### src/design/hex_ascii_command_framer_assert.svh
// Assertion macros for the hex ASCII command framer.
// Taken in by the top level; needs nothing else.
`ifndef HEX_ASCII_COMMAND_FRAMER_ASSERT_SVH
`define HEX_ASCII_COMMAND_FRAMER_ASSERT_SVH

// same-cycle implication, held off during reset
`define HACF_ASSERT_NOW(lbl, ck, rstn, ante, cons, msg) \
	lbl: assert property (@(posedge ck) disable iff (!rstn) (ante) |-> (cons)) \
		else $error(msg);

// next-cycle implication, held off during reset
`define HACF_ASSERT_NEXT(lbl, ck, rstn, ante, cons, msg) \
	lbl: assert property (@(posedge ck) disable iff (!rstn) (ante) |=> (cons)) \
		else $error(msg);

`endif

### src/design/hacf_pkg.sv
// Shared types, character codes and helpers for the hex ASCII command framer.
// No dependencies.
`timescale 1ns / 1ps
`default_nettype none

package hacf_pkg;

	localparam logic [7:0] CHAR_CR   = 8'h0D;
	localparam logic [7:0] CHAR_LF   = 8'h0A;
	localparam logic [7:0] CHAR_SP   = 8'h20;
	localparam logic [7:0] CHAR_ZERO = 8'h30;
	localparam logic [7:0] CHAR_ONE  = 8'h31;

	localparam logic [2:0] BLOCK_LEN = 3'd6;

	// register index, taken from paddr[2]
	typedef enum logic {
		REG_SEED = 1'b0,
		REG_LEN  = 1'b1
	} hacf_reg_t;

	// one framed payload byte, handed from front to back
	typedef struct packed {
		logic [7:0] value;
		logic       first;
		logic       last;
		logic [7:0] csum;
	} hacf_entry_t;

	typedef struct packed {
		logic pending;
		logic push;
		logic last;
	} hacf_front_stat_t;

	typedef enum logic [2:0] {
		PH_SOH0  = 3'd0,
		PH_SOH1  = 3'd1,
		PH_HI    = 3'd2,
		PH_LO    = 3'd3,
		PH_CK_HI = 3'd4,
		PH_CK_LO = 3'd5,
		PH_CR    = 3'd6,
		PH_LF    = 3'd7
	} hacf_phase_t;

	function automatic logic [7:0] hex_char(input logic [3:0] nib);
		logic [7:0] wide;
		wide = {4'h0, nib};
		return (nib < 4'd10) ? (CHAR_ZERO + wide) : (8'h37 + wide);
	endfunction

	// expected character at each place of the command block "01FFFE"
	function automatic logic [7:0] cmd_char(input logic [2:0] pos);
		logic [7:0] c;
		unique case (pos)
			3'd0: c = CHAR_ZERO;
			3'd1: c = CHAR_ONE;
			3'd2: c = 8'h46;
			3'd3: c = 8'h46;
			3'd4: c = 8'h46;
			3'd5: c = 8'h45;
			default: c = 8'h00;
		endcase
		return c;
	endfunction

endpackage

`default_nettype wire

### src/design/hacf_front.sv
// Front end: takes input words, parses command blocks, frames payload bytes.
// Depends on hacf_pkg; pushes hacf_entry_t words into the queue.
`timescale 1ns / 1ps
`default_nettype none

module hacf_front (
	input  wire logic                      clk,
	input  wire logic                      arst_n,
	input  wire logic                      s_valid,
	output logic                           s_ready,
	input  wire logic [7:0]                value,
	input  wire logic                      kind,
	input  wire logic [7:0]                seed,
	input  wire logic [7:0]                len,
	input  wire logic                      q_full,
	output hacf_pkg::hacf_entry_t          entry,
	output hacf_pkg::hacf_front_stat_t     stat
);
	import hacf_pkg::*;

	logic [2:0] pos_q;
	logic       match_q;
	logic       pending_q;
	logic [7:0] count_q;
	logic [7:0] xor_q;

	logic       is_ws, mism, match_nxt, blk_done;
	logic [2:0] pos_inc;
	logic       first, last;
	logic [7:0] xor_base, xor_nxt, cnt_inc;
	logic       accept, cmd_take, pay_take;

	assign s_ready = ~q_full;

	always_comb begin
		accept    = s_valid & s_ready;
		is_ws     = (value == CHAR_CR) || (value == CHAR_LF) || (value == CHAR_SP);
		mism      = (pos_q < BLOCK_LEN) && (value != cmd_char(pos_q));
		match_nxt = match_q & ~mism;
		pos_inc   = pos_q + 3'd1;
		blk_done  = (pos_inc >= BLOCK_LEN);
		first     = (count_q == 8'd0);
		xor_base  = first ? seed : xor_q;
		xor_nxt   = xor_base ^ value;
		cnt_inc   = count_q + 8'd1;
		last      = (cnt_inc == len);
		cmd_take  = accept & ~kind & ~is_ws;
		pay_take  = accept & kind & pending_q;
	end

	always_comb begin
		entry.value  = value;
		entry.first  = first;
		entry.last   = last;
		entry.csum   = xor_nxt;
		stat.pending = pending_q;
		stat.push    = pay_take;
		stat.last    = last;
	end

	always_ff @(posedge clk or negedge arst_n) begin
		if (!arst_n) begin
			pos_q     <= 3'd0;
			match_q   <= 1'b1;
			pending_q <= 1'b0;
			count_q   <= 8'd0;
			xor_q     <= 8'd0;
		end else begin
			if (cmd_take) begin
				if (blk_done) begin
					pos_q   <= 3'd0;
					match_q <= 1'b1;
					if (match_nxt) begin
						pending_q <= 1'b1;
					end
				end else begin
					pos_q   <= pos_inc;
					match_q <= match_nxt;
				end
			end
			if (pay_take) begin
				xor_q <= xor_nxt;
				if (last) begin
					count_q   <= 8'd0;
					pending_q <= 1'b0;
				end else begin
					count_q <= cnt_inc;
				end
			end
		end
	end

endmodule

`default_nettype wire

### src/design/hacf_queue.sv
// Short FIFO of framed payload words between front and back.
// Depends on hacf_pkg for the word type.
`timescale 1ns / 1ps
`default_nettype none

module hacf_queue #(
	parameter int DEPTH = 4
) (
	input  wire logic                     clk,
	input  wire logic                     arst_n,
	input  wire logic                     push,
	input  wire hacf_pkg::hacf_entry_t    wr_entry,
	input  wire logic                     pop,
	output hacf_pkg::hacf_entry_t         rd_entry,
	output logic                          full,
	output logic                          not_empty,
	output logic [$clog2(DEPTH+1)-1:0]    level
);
	import hacf_pkg::*;

	localparam int PW = $clog2(DEPTH);
	localparam int CW = $clog2(DEPTH + 1);
	localparam logic [PW-1:0] LAST_PTR = PW'(DEPTH - 1);
	localparam logic [CW-1:0] FULL_CNT = CW'(DEPTH);

	hacf_entry_t        slot_q [DEPTH];
	logic [PW-1:0]      wr_ptr_q, rd_ptr_q;
	logic [CW-1:0]      cnt_q;
	logic               do_push, do_pop;

	assign full      = (cnt_q == FULL_CNT);
	assign not_empty = (cnt_q != '0);
	assign level     = cnt_q;
	assign rd_entry  = slot_q[rd_ptr_q];
	assign do_push   = push & ~full;
	assign do_pop    = pop & not_empty;

	always_ff @(posedge clk) begin
		if (do_push) begin
			slot_q[wr_ptr_q] <= wr_entry;
		end
	end

	always_ff @(posedge clk or negedge arst_n) begin
		if (!arst_n) begin
			wr_ptr_q <= '0;
			rd_ptr_q <= '0;
			cnt_q    <= '0;
		end else begin
			if (do_push) begin
				wr_ptr_q <= (wr_ptr_q == LAST_PTR) ? '0 : wr_ptr_q + PW'(1);
			end
			if (do_pop) begin
				rd_ptr_q <= (rd_ptr_q == LAST_PTR) ? '0 : rd_ptr_q + PW'(1);
			end
			unique case ({do_push, do_pop})
				2'b10:   cnt_q <= cnt_q + CW'(1);
				2'b01:   cnt_q <= cnt_q - CW'(1);
				default: cnt_q <= cnt_q;
			endcase
		end
	end

endmodule

`default_nettype wire

### src/design/hacf_back.sv
// Back end: turns each framed payload word into its ASCII characters.
// Depends on hacf_pkg; pops words from the queue, one character per cycle out while m_ready is high.
`timescale 1ns / 1ps
`default_nettype none

module hacf_back (
	input  wire logic                 clk,
	input  wire logic                 arst_n,
	input  wire hacf_pkg::hacf_entry_t q_entry,
	input  wire logic                 q_valid,
	output logic                      q_pop,
	output logic                      m_valid,
	input  wire logic                 m_ready,
	output logic [7:0]                tx_char,
	output logic                      frame_end
);
	import hacf_pkg::*;

	hacf_entry_t  cur_q;
	logic         busy_q;
	hacf_phase_t  phase_q, phase_nxt;
	logic         done, hs, load;

	assign hs     = busy_q & m_ready;
	assign load   = ~busy_q | (hs & done);
	assign q_pop  = load & q_valid;

	// next phase
	always_comb begin
		phase_nxt = phase_q;
		done      = 1'b0;
		unique case (phase_q)
			PH_SOH0:  phase_nxt = PH_SOH1;
			PH_SOH1:  phase_nxt = PH_HI;
			PH_HI:    phase_nxt = PH_LO;
			PH_LO: begin
				if (cur_q.last) begin
					phase_nxt = PH_CK_HI;
				end else begin
					done = 1'b1;
				end
			end
			PH_CK_HI: phase_nxt = PH_CK_LO;
			PH_CK_LO: phase_nxt = PH_CR;
			PH_CR:    phase_nxt = PH_LF;
			PH_LF:    done = 1'b1;
			default:  done = 1'b1;
		endcase
	end

	// character for the current phase
	always_comb begin
		m_valid   = busy_q;
		frame_end = busy_q & (phase_q == PH_LF);
		unique case (phase_q)
			PH_SOH0:  tx_char = CHAR_ZERO;
			PH_SOH1:  tx_char = CHAR_ONE;
			PH_HI:    tx_char = hex_char(cur_q.value[7:4]);
			PH_LO:    tx_char = hex_char(cur_q.value[3:0]);
			PH_CK_HI: tx_char = hex_char(cur_q.csum[7:4]);
			PH_CK_LO: tx_char = hex_char(cur_q.csum[3:0]);
			PH_CR:    tx_char = CHAR_CR;
			PH_LF:    tx_char = CHAR_LF;
			default:  tx_char = CHAR_LF;
		endcase
	end

	always_ff @(posedge clk) begin
		if (q_pop) begin
			cur_q <= q_entry;
		end
	end

	always_ff @(posedge clk or negedge arst_n) begin
		if (!arst_n) begin
			busy_q  <= 1'b0;
			phase_q <= PH_SOH0;
		end else if (load) begin
			busy_q  <= q_valid;
			phase_q <= q_entry.first ? PH_SOH0 : PH_HI;
		end else if (hs) begin
			phase_q <= phase_nxt;
		end
	end

endmodule

`default_nettype wire

### src/design/hex_ascii_command_framer.sv
// Channel   Dir  Word                       Side info
// s_axis    in   tdata = value (8b)         tuser = kind (0 command char, 1 payload)
// m_axis    out  tdata = tx_char (8b)       tlast = frame_end (closing LF)
// apb       in   0x0 checksum_seed, 0x4 payload_len (8b each)
// The front takes one input word per cycle while the queue has room.
// The back sends one character per cycle while m_axis_tready is high: 2, 4, 6 or 8 characters per payload byte.
// The QUEUE_DEPTH-word queue lets the front keep accepting while the back drains.
// arst_n clears parser, frame and queue state; registers return to seed 1, length 50.
// A stall on m_axis fills the queue, then drops s_axis_tready.
`timescale 1ns / 1ps
`default_nettype none

`include "hex_ascii_command_framer_assert.svh"

module hex_ascii_command_framer #(
	parameter int QUEUE_DEPTH = 4
) (
	input  wire logic         clk,
	input  wire logic         arst_n,
	input  wire logic         s_axis_tvalid,
	output logic              s_axis_tready,
	input  wire logic [7:0]   s_axis_tdata,   // [7:0] value
	input  wire logic         s_axis_tuser,   // [0] kind
	output logic              m_axis_tvalid,
	input  wire logic         m_axis_tready,
	output logic [7:0]        m_axis_tdata,   // [7:0] tx_char
	output logic              m_axis_tlast,
	input  wire logic         psel,
	input  wire logic         penable,
	input  wire logic         pwrite,
	input  wire logic [2:0]   paddr,
	input  wire logic [31:0]  pwdata,
	output logic [31:0]       prdata,
	output logic              pready
);
	import hacf_pkg::*;

	localparam int CW = $clog2(QUEUE_DEPTH + 1);

	logic [7:0]        seed_q, len_q;
	hacf_reg_t         reg_sel;
	logic              cfg_wr;
	hacf_entry_t       push_entry, pop_entry;
	hacf_front_stat_t  fstat;
	logic              q_full, q_valid, q_pop;
	logic [CW-1:0]     q_level;

	assign pready  = 1'b1;
	assign reg_sel = hacf_reg_t'(paddr[2]);
	assign cfg_wr  = psel & penable & pwrite & pready;
	assign prdata  = (reg_sel == REG_LEN) ? {24'h0, len_q} : {24'h0, seed_q};

	always_ff @(posedge clk or negedge arst_n) begin
		if (!arst_n) begin
			seed_q <= 8'd1;
			len_q  <= 8'd50;
		end else if (cfg_wr) begin
			unique case (reg_sel)
				REG_SEED: seed_q <= pwdata[7:0];
				REG_LEN:  len_q  <= pwdata[7:0];
				default:  seed_q <= seed_q;
			endcase
		end
	end

	hacf_front u_front (
		.clk     (clk),
		.arst_n  (arst_n),
		.s_valid (s_axis_tvalid),
		.s_ready (s_axis_tready),
		.value   (s_axis_tdata),
		.kind    (s_axis_tuser),
		.seed    (seed_q),
		.len     (len_q),
		.q_full  (q_full),
		.entry   (push_entry),
		.stat    (fstat)
	);

	hacf_queue #(
		.DEPTH (QUEUE_DEPTH)
	) u_queue (
		.clk       (clk),
		.arst_n    (arst_n),
		.push      (fstat.push),
		.wr_entry  (push_entry),
		.pop       (q_pop),
		.rd_entry  (pop_entry),
		.full      (q_full),
		.not_empty (q_valid),
		.level     (q_level)
	);

	hacf_back u_back (
		.clk       (clk),
		.arst_n    (arst_n),
		.q_entry   (pop_entry),
		.q_valid   (q_valid),
		.q_pop     (q_pop),
		.m_valid   (m_axis_tvalid),
		.m_ready   (m_axis_tready),
		.tx_char   (m_axis_tdata),
		.frame_end (m_axis_tlast)
	);

	`HACF_ASSERT_NEXT(a_last_clears_pending, clk, arst_n, fstat.push && fstat.last, !fstat.pending, "pending flag survived the last payload byte")
	`HACF_ASSERT_NOW(a_tlast_is_lf, clk, arst_n, m_axis_tlast, m_axis_tvalid && (m_axis_tdata == CHAR_LF), "tlast not on a valid LF")
	`HACF_ASSERT_NOW(a_queue_bound, clk, arst_n, 1'b1, q_level <= CW'(QUEUE_DEPTH), "queue level past depth")

endmodule

`default_nettype wire

### config.mk
export PLATFORM = sky130hd
export DESIGN_NAME = hex_ascii_command_framer
export DESIGN_NICKNAME = d
export VERILOG_FILES = /design/src/design/hacf_pkg.sv /design/src/design/hacf_front.sv /design/src/design/hacf_queue.sv /design/src/design/hacf_back.sv /design/src/design/hex_ascii_command_framer.sv
export VERILOG_INCLUDE_DIRS = /design/src /design/src/design
export SDC_FILE = /design/constraint.sdc
export NUM_CORES = 1
export LEC_CHECK = 0
export ABC_CLOCK_PERIOD_IN_PS = 3900
export BUFFER_PORTS_ARGS = -buffer_cell sky130_fd_sc_hd__buf_4
export CORE_ASPECT_RATIO = 1.4
export CORE_MARGIN = 2
export CORE_UTILIZATION = 35
export CTS_BUF_LIST = sky130_fd_sc_hd__clkbuf_16
export DETAILED_ROUTE_END_ITERATION = 10
export PLACE_DENSITY_LB_ADDON = 0.05
export SLEW_MARGIN = 20
export SYNTH_ARGS = -nofsm -noshare
export SYNTH_HDL_FRONTEND = slang
export SYNTH_HIERARCHICAL = 1
export SYNTH_SLANG_ARGS = --single-unit
### constraint.sdc
create_clock -name clk -period 3.9 [get_ports clk]
set_clock_uncertainty 0.15 [all_clocks]
set_input_delay 0.585 -clock clk [delete_from_list [all_inputs] [get_ports clk]]
set_output_delay 0.585 -clock clk [all_outputs]
set_load 0.05 [all_outputs]
==> metrics.md <==
| Metric | Value |
|---|---|
| Detail Placement HPWL | `10.2 mm` |
| Critical Path RT | `4.04 ns` |
| Via/cell ratio | `4.90` |
| Reg-to-Reg End | `u_front/count_q[0]$_DFFE_PN0P_` |
| Die width | `123 µm` |
| Final setup vio count | `0` |
| Worst path arrival time | `3.03 ns` |
| DR WL/cell | `17.4 µm` |
| Full die area | `0.0209 mm²` |
| Max Fclk | `346 MHz` |
| Core ar. | `0.0193 mm²` |
| Post-Place Cells | `788` |
| Avg Inst Size Synth | `13.3 µm²` |
| CTS root buf | `clkbuf_16` |
| Nets | `628` |
| CP Max Fanout | `13` |
| Vias post-DR | `4016` |
| CTS Buffer Depth | `2` |
| Gr ovfl total | `0` |
| Final hold vios | `0` |
| Worst hold path class | `in -> async` |
| Setup ws final | `1.01 ns` |
| Max-cap check violation count | `0` |
| Cell Area, Synth | `0.00691 mm²` |
| Worst reg2reg setup slack | `1.01 ns` |
| R2R cell count | `7` |
| Slowest CP cell | `a211oi_4` |
| Kind of cell adding the most delay to the critical path | `compound AO/OA/AOI/OAI gates` |
| Port Buffers | `42` |
| Max Slew Vio Count | `0` |
| Total Routing Usage GR | `14.6%` |
| Ys Warns | `6` |
| Dpl ws | `1.00 ns` |
| Layout Utilization | `40.9%` |
| Nature of the critical path startpoint | `register` |
| CTS tree | `yes` |
| Post-synthesis cell count | `518` |
| Minimum clock period | `2.89 ns` |
| Die height | `170 µm` |
| Status | `finished, final reports clean` |
| Antenna Cells | `0` |
| WL final | `14.3 mm` |
| Tcrit/Tclk final | `74.2%` |
| R2R Path Start | `u_front/count_q[0]$_DFFE_PN0P_` |
| Setup TNS | `0 ns` |
| Placed Area | `0.00733 mm²` |
| ANT nets after route | `0` |
| Starting density of the core | `35.8%` |
| Layout cells sized above 1 | `26.7%` |
| Vias in the first global route | `4266` |
| Initial antenna violation count | `0` |
| # DRC | `0` |
| Std-Cell Rows | `60` |
| Clock Sinks | `137` |
| Final non-filler cell total | `820` |
| First-pass GRT wire length | `22.9 mm` |
| CTS hold repair buffers | `0` |
| Delay of the slowest critical-path stage | `0.48 ns` |
| RSZ-0062 raised after global routing | `false` |
| Worst path buffer plus inverter count | `0` |
| P_leak | `3.02 nW` |
| Largest net degree at the start of global routing | `49` |
| CTS Buf Count | `17` |
| Final instance area | `0.00788 mm²` |
| # IOs | `95` |
| CP endpoint kind | `register` |
| Max H-tree Level | `4` |
| RePlAce Congestion | `0.795` |
| Critical path, cell by cell | `ha_1 > nand3_4 > or3_1 > a2111o_1 > a211oi_4 > nor2_2 > mux2_4` |
| Max transition margin | `36.3%` |
| VDD IR-drop max | `214 µV` |
| Insertion delay to the later sink of the worst-skew pair | `0.41 ns` |
| Area growth, synth to finish | `14.1%` |
| Setup bufs post-CTS | `0` |
| WS Path Type | `reg -> reg` |
| Number of gates resized after CTS | `0` |
| Pre-antenna DRT Iters | `4` |
| PwrDens | `635 mW/mm²` |
| Worst slew pin tran | `0.956 ns` |
| Reg clk slew, reported paths | `0.07 ns` |
| Initial DRC count | `206` |
-- state kept, by name, summed over array words and instances (netlist names), 2 cells and up --
register,cells
u_queue/slot_q,72
u_back/cur_q,17
len_q,8
seed_q,8
u_front/count_q,8
u_front/xor_q,8
u_back/phase_q,3
u_front/pos_q,3
u_queue/level,3
u_queue/rd_ptr_q,2
u_queue/wr_ptr_q,2
-- power breakdown --
part           total (mW)  internal, mW  switching, mW
Combinational        1.55         0.648          0.900
Sequential           1.96          1.73          0.227
Clock                1.50         0.837          0.661
-- stage by stage --
stage / power, mW / hold WS, ns
2_1_floorplan: 3.17 / 0.139
3_3_place_gp: 3.54 / 0.303
3_5_place_dp: 3.56 / 0.311
4_1_cts: 5.08 / 0.0770
5_1_grt: 5.28 / 0.0892
6_report: 5.00 / 0.0504
-- worst max path at each step --
stage	startpoint	end	cells after the start
floorplan	u_back/m_valid$_DFFE_PN0P_	m_axis_tlast	2
global placement	u_front/count_q[0]$_DFFE_PN0P_	u_front/count_q[0]$_DFFE_PN0P_	7
detailed placement	u_front/count_q[0]$_DFFE_PN0P_	u_front/count_q[0]$_DFFE_PN0P_	7
CTS	u_front/count_q[0]$_DFFE_PN0P_	u_front/count_q[0]$_DFFE_PN0P_	7
global route	u_front/count_q[0]$_DFFE_PN0P_	u_front/count_q[0]$_DFFE_PN0P_	7
finish	u_front/count_q[0]$_DFFE_PN0P_	u_front/count_q[0]$_DFFE_PN0P_	7
-- cell type report --
type | instances | area, µm²
clock buffers | 17 | 425
clock inverters | 15 | 131
multi-input cells | 323 | 2640
inverters | 28 | 105
well taps | 248 | 310
repair buffers | 52 | 390
flip-flops and latches | 137 | 3880
fillers | 1846 | 11400
-- metal layers --
metal | up-vias | routed length, µm | global-route usage [%]
met5 | - | 0 | 0
met4 | 0 | 291 | 5.30
met3 | 19 | 448 | 2.78
met2 | 91 | 8030 | 27.2
met1 | 1984 | 5530 | 16.2
li1 | 1922 | - | -
-- layout by cell type (no fill, tap or decap), types with 4 or more instances in the layout --
cell / instances
a21oi_1: 12
a22o_1: 5
a31oi_1: 4
and2_1: 5
buf_4: 52
clkbuf_16: 17
clkinvlp_4: 4
conb_1: 26
dfrtp_1: 43
dfstp_2: 5
edfxtp_1: 89
ha_1: 17
inv_1: 27
inv_6: 7
mux2_2: 26
mux2i_1: 12
mux4_2: 18
nand2_1: 35
nand3_1: 7
nor2_1: 18
nor2b_1: 8
nor3_1: 10
o211ai_1: 6
o21ai_0: 16
o21ai_1: 7
o221ai_1: 4
xnor2_1: 25
Note: power is estimated with default switching activity, not from simulation.
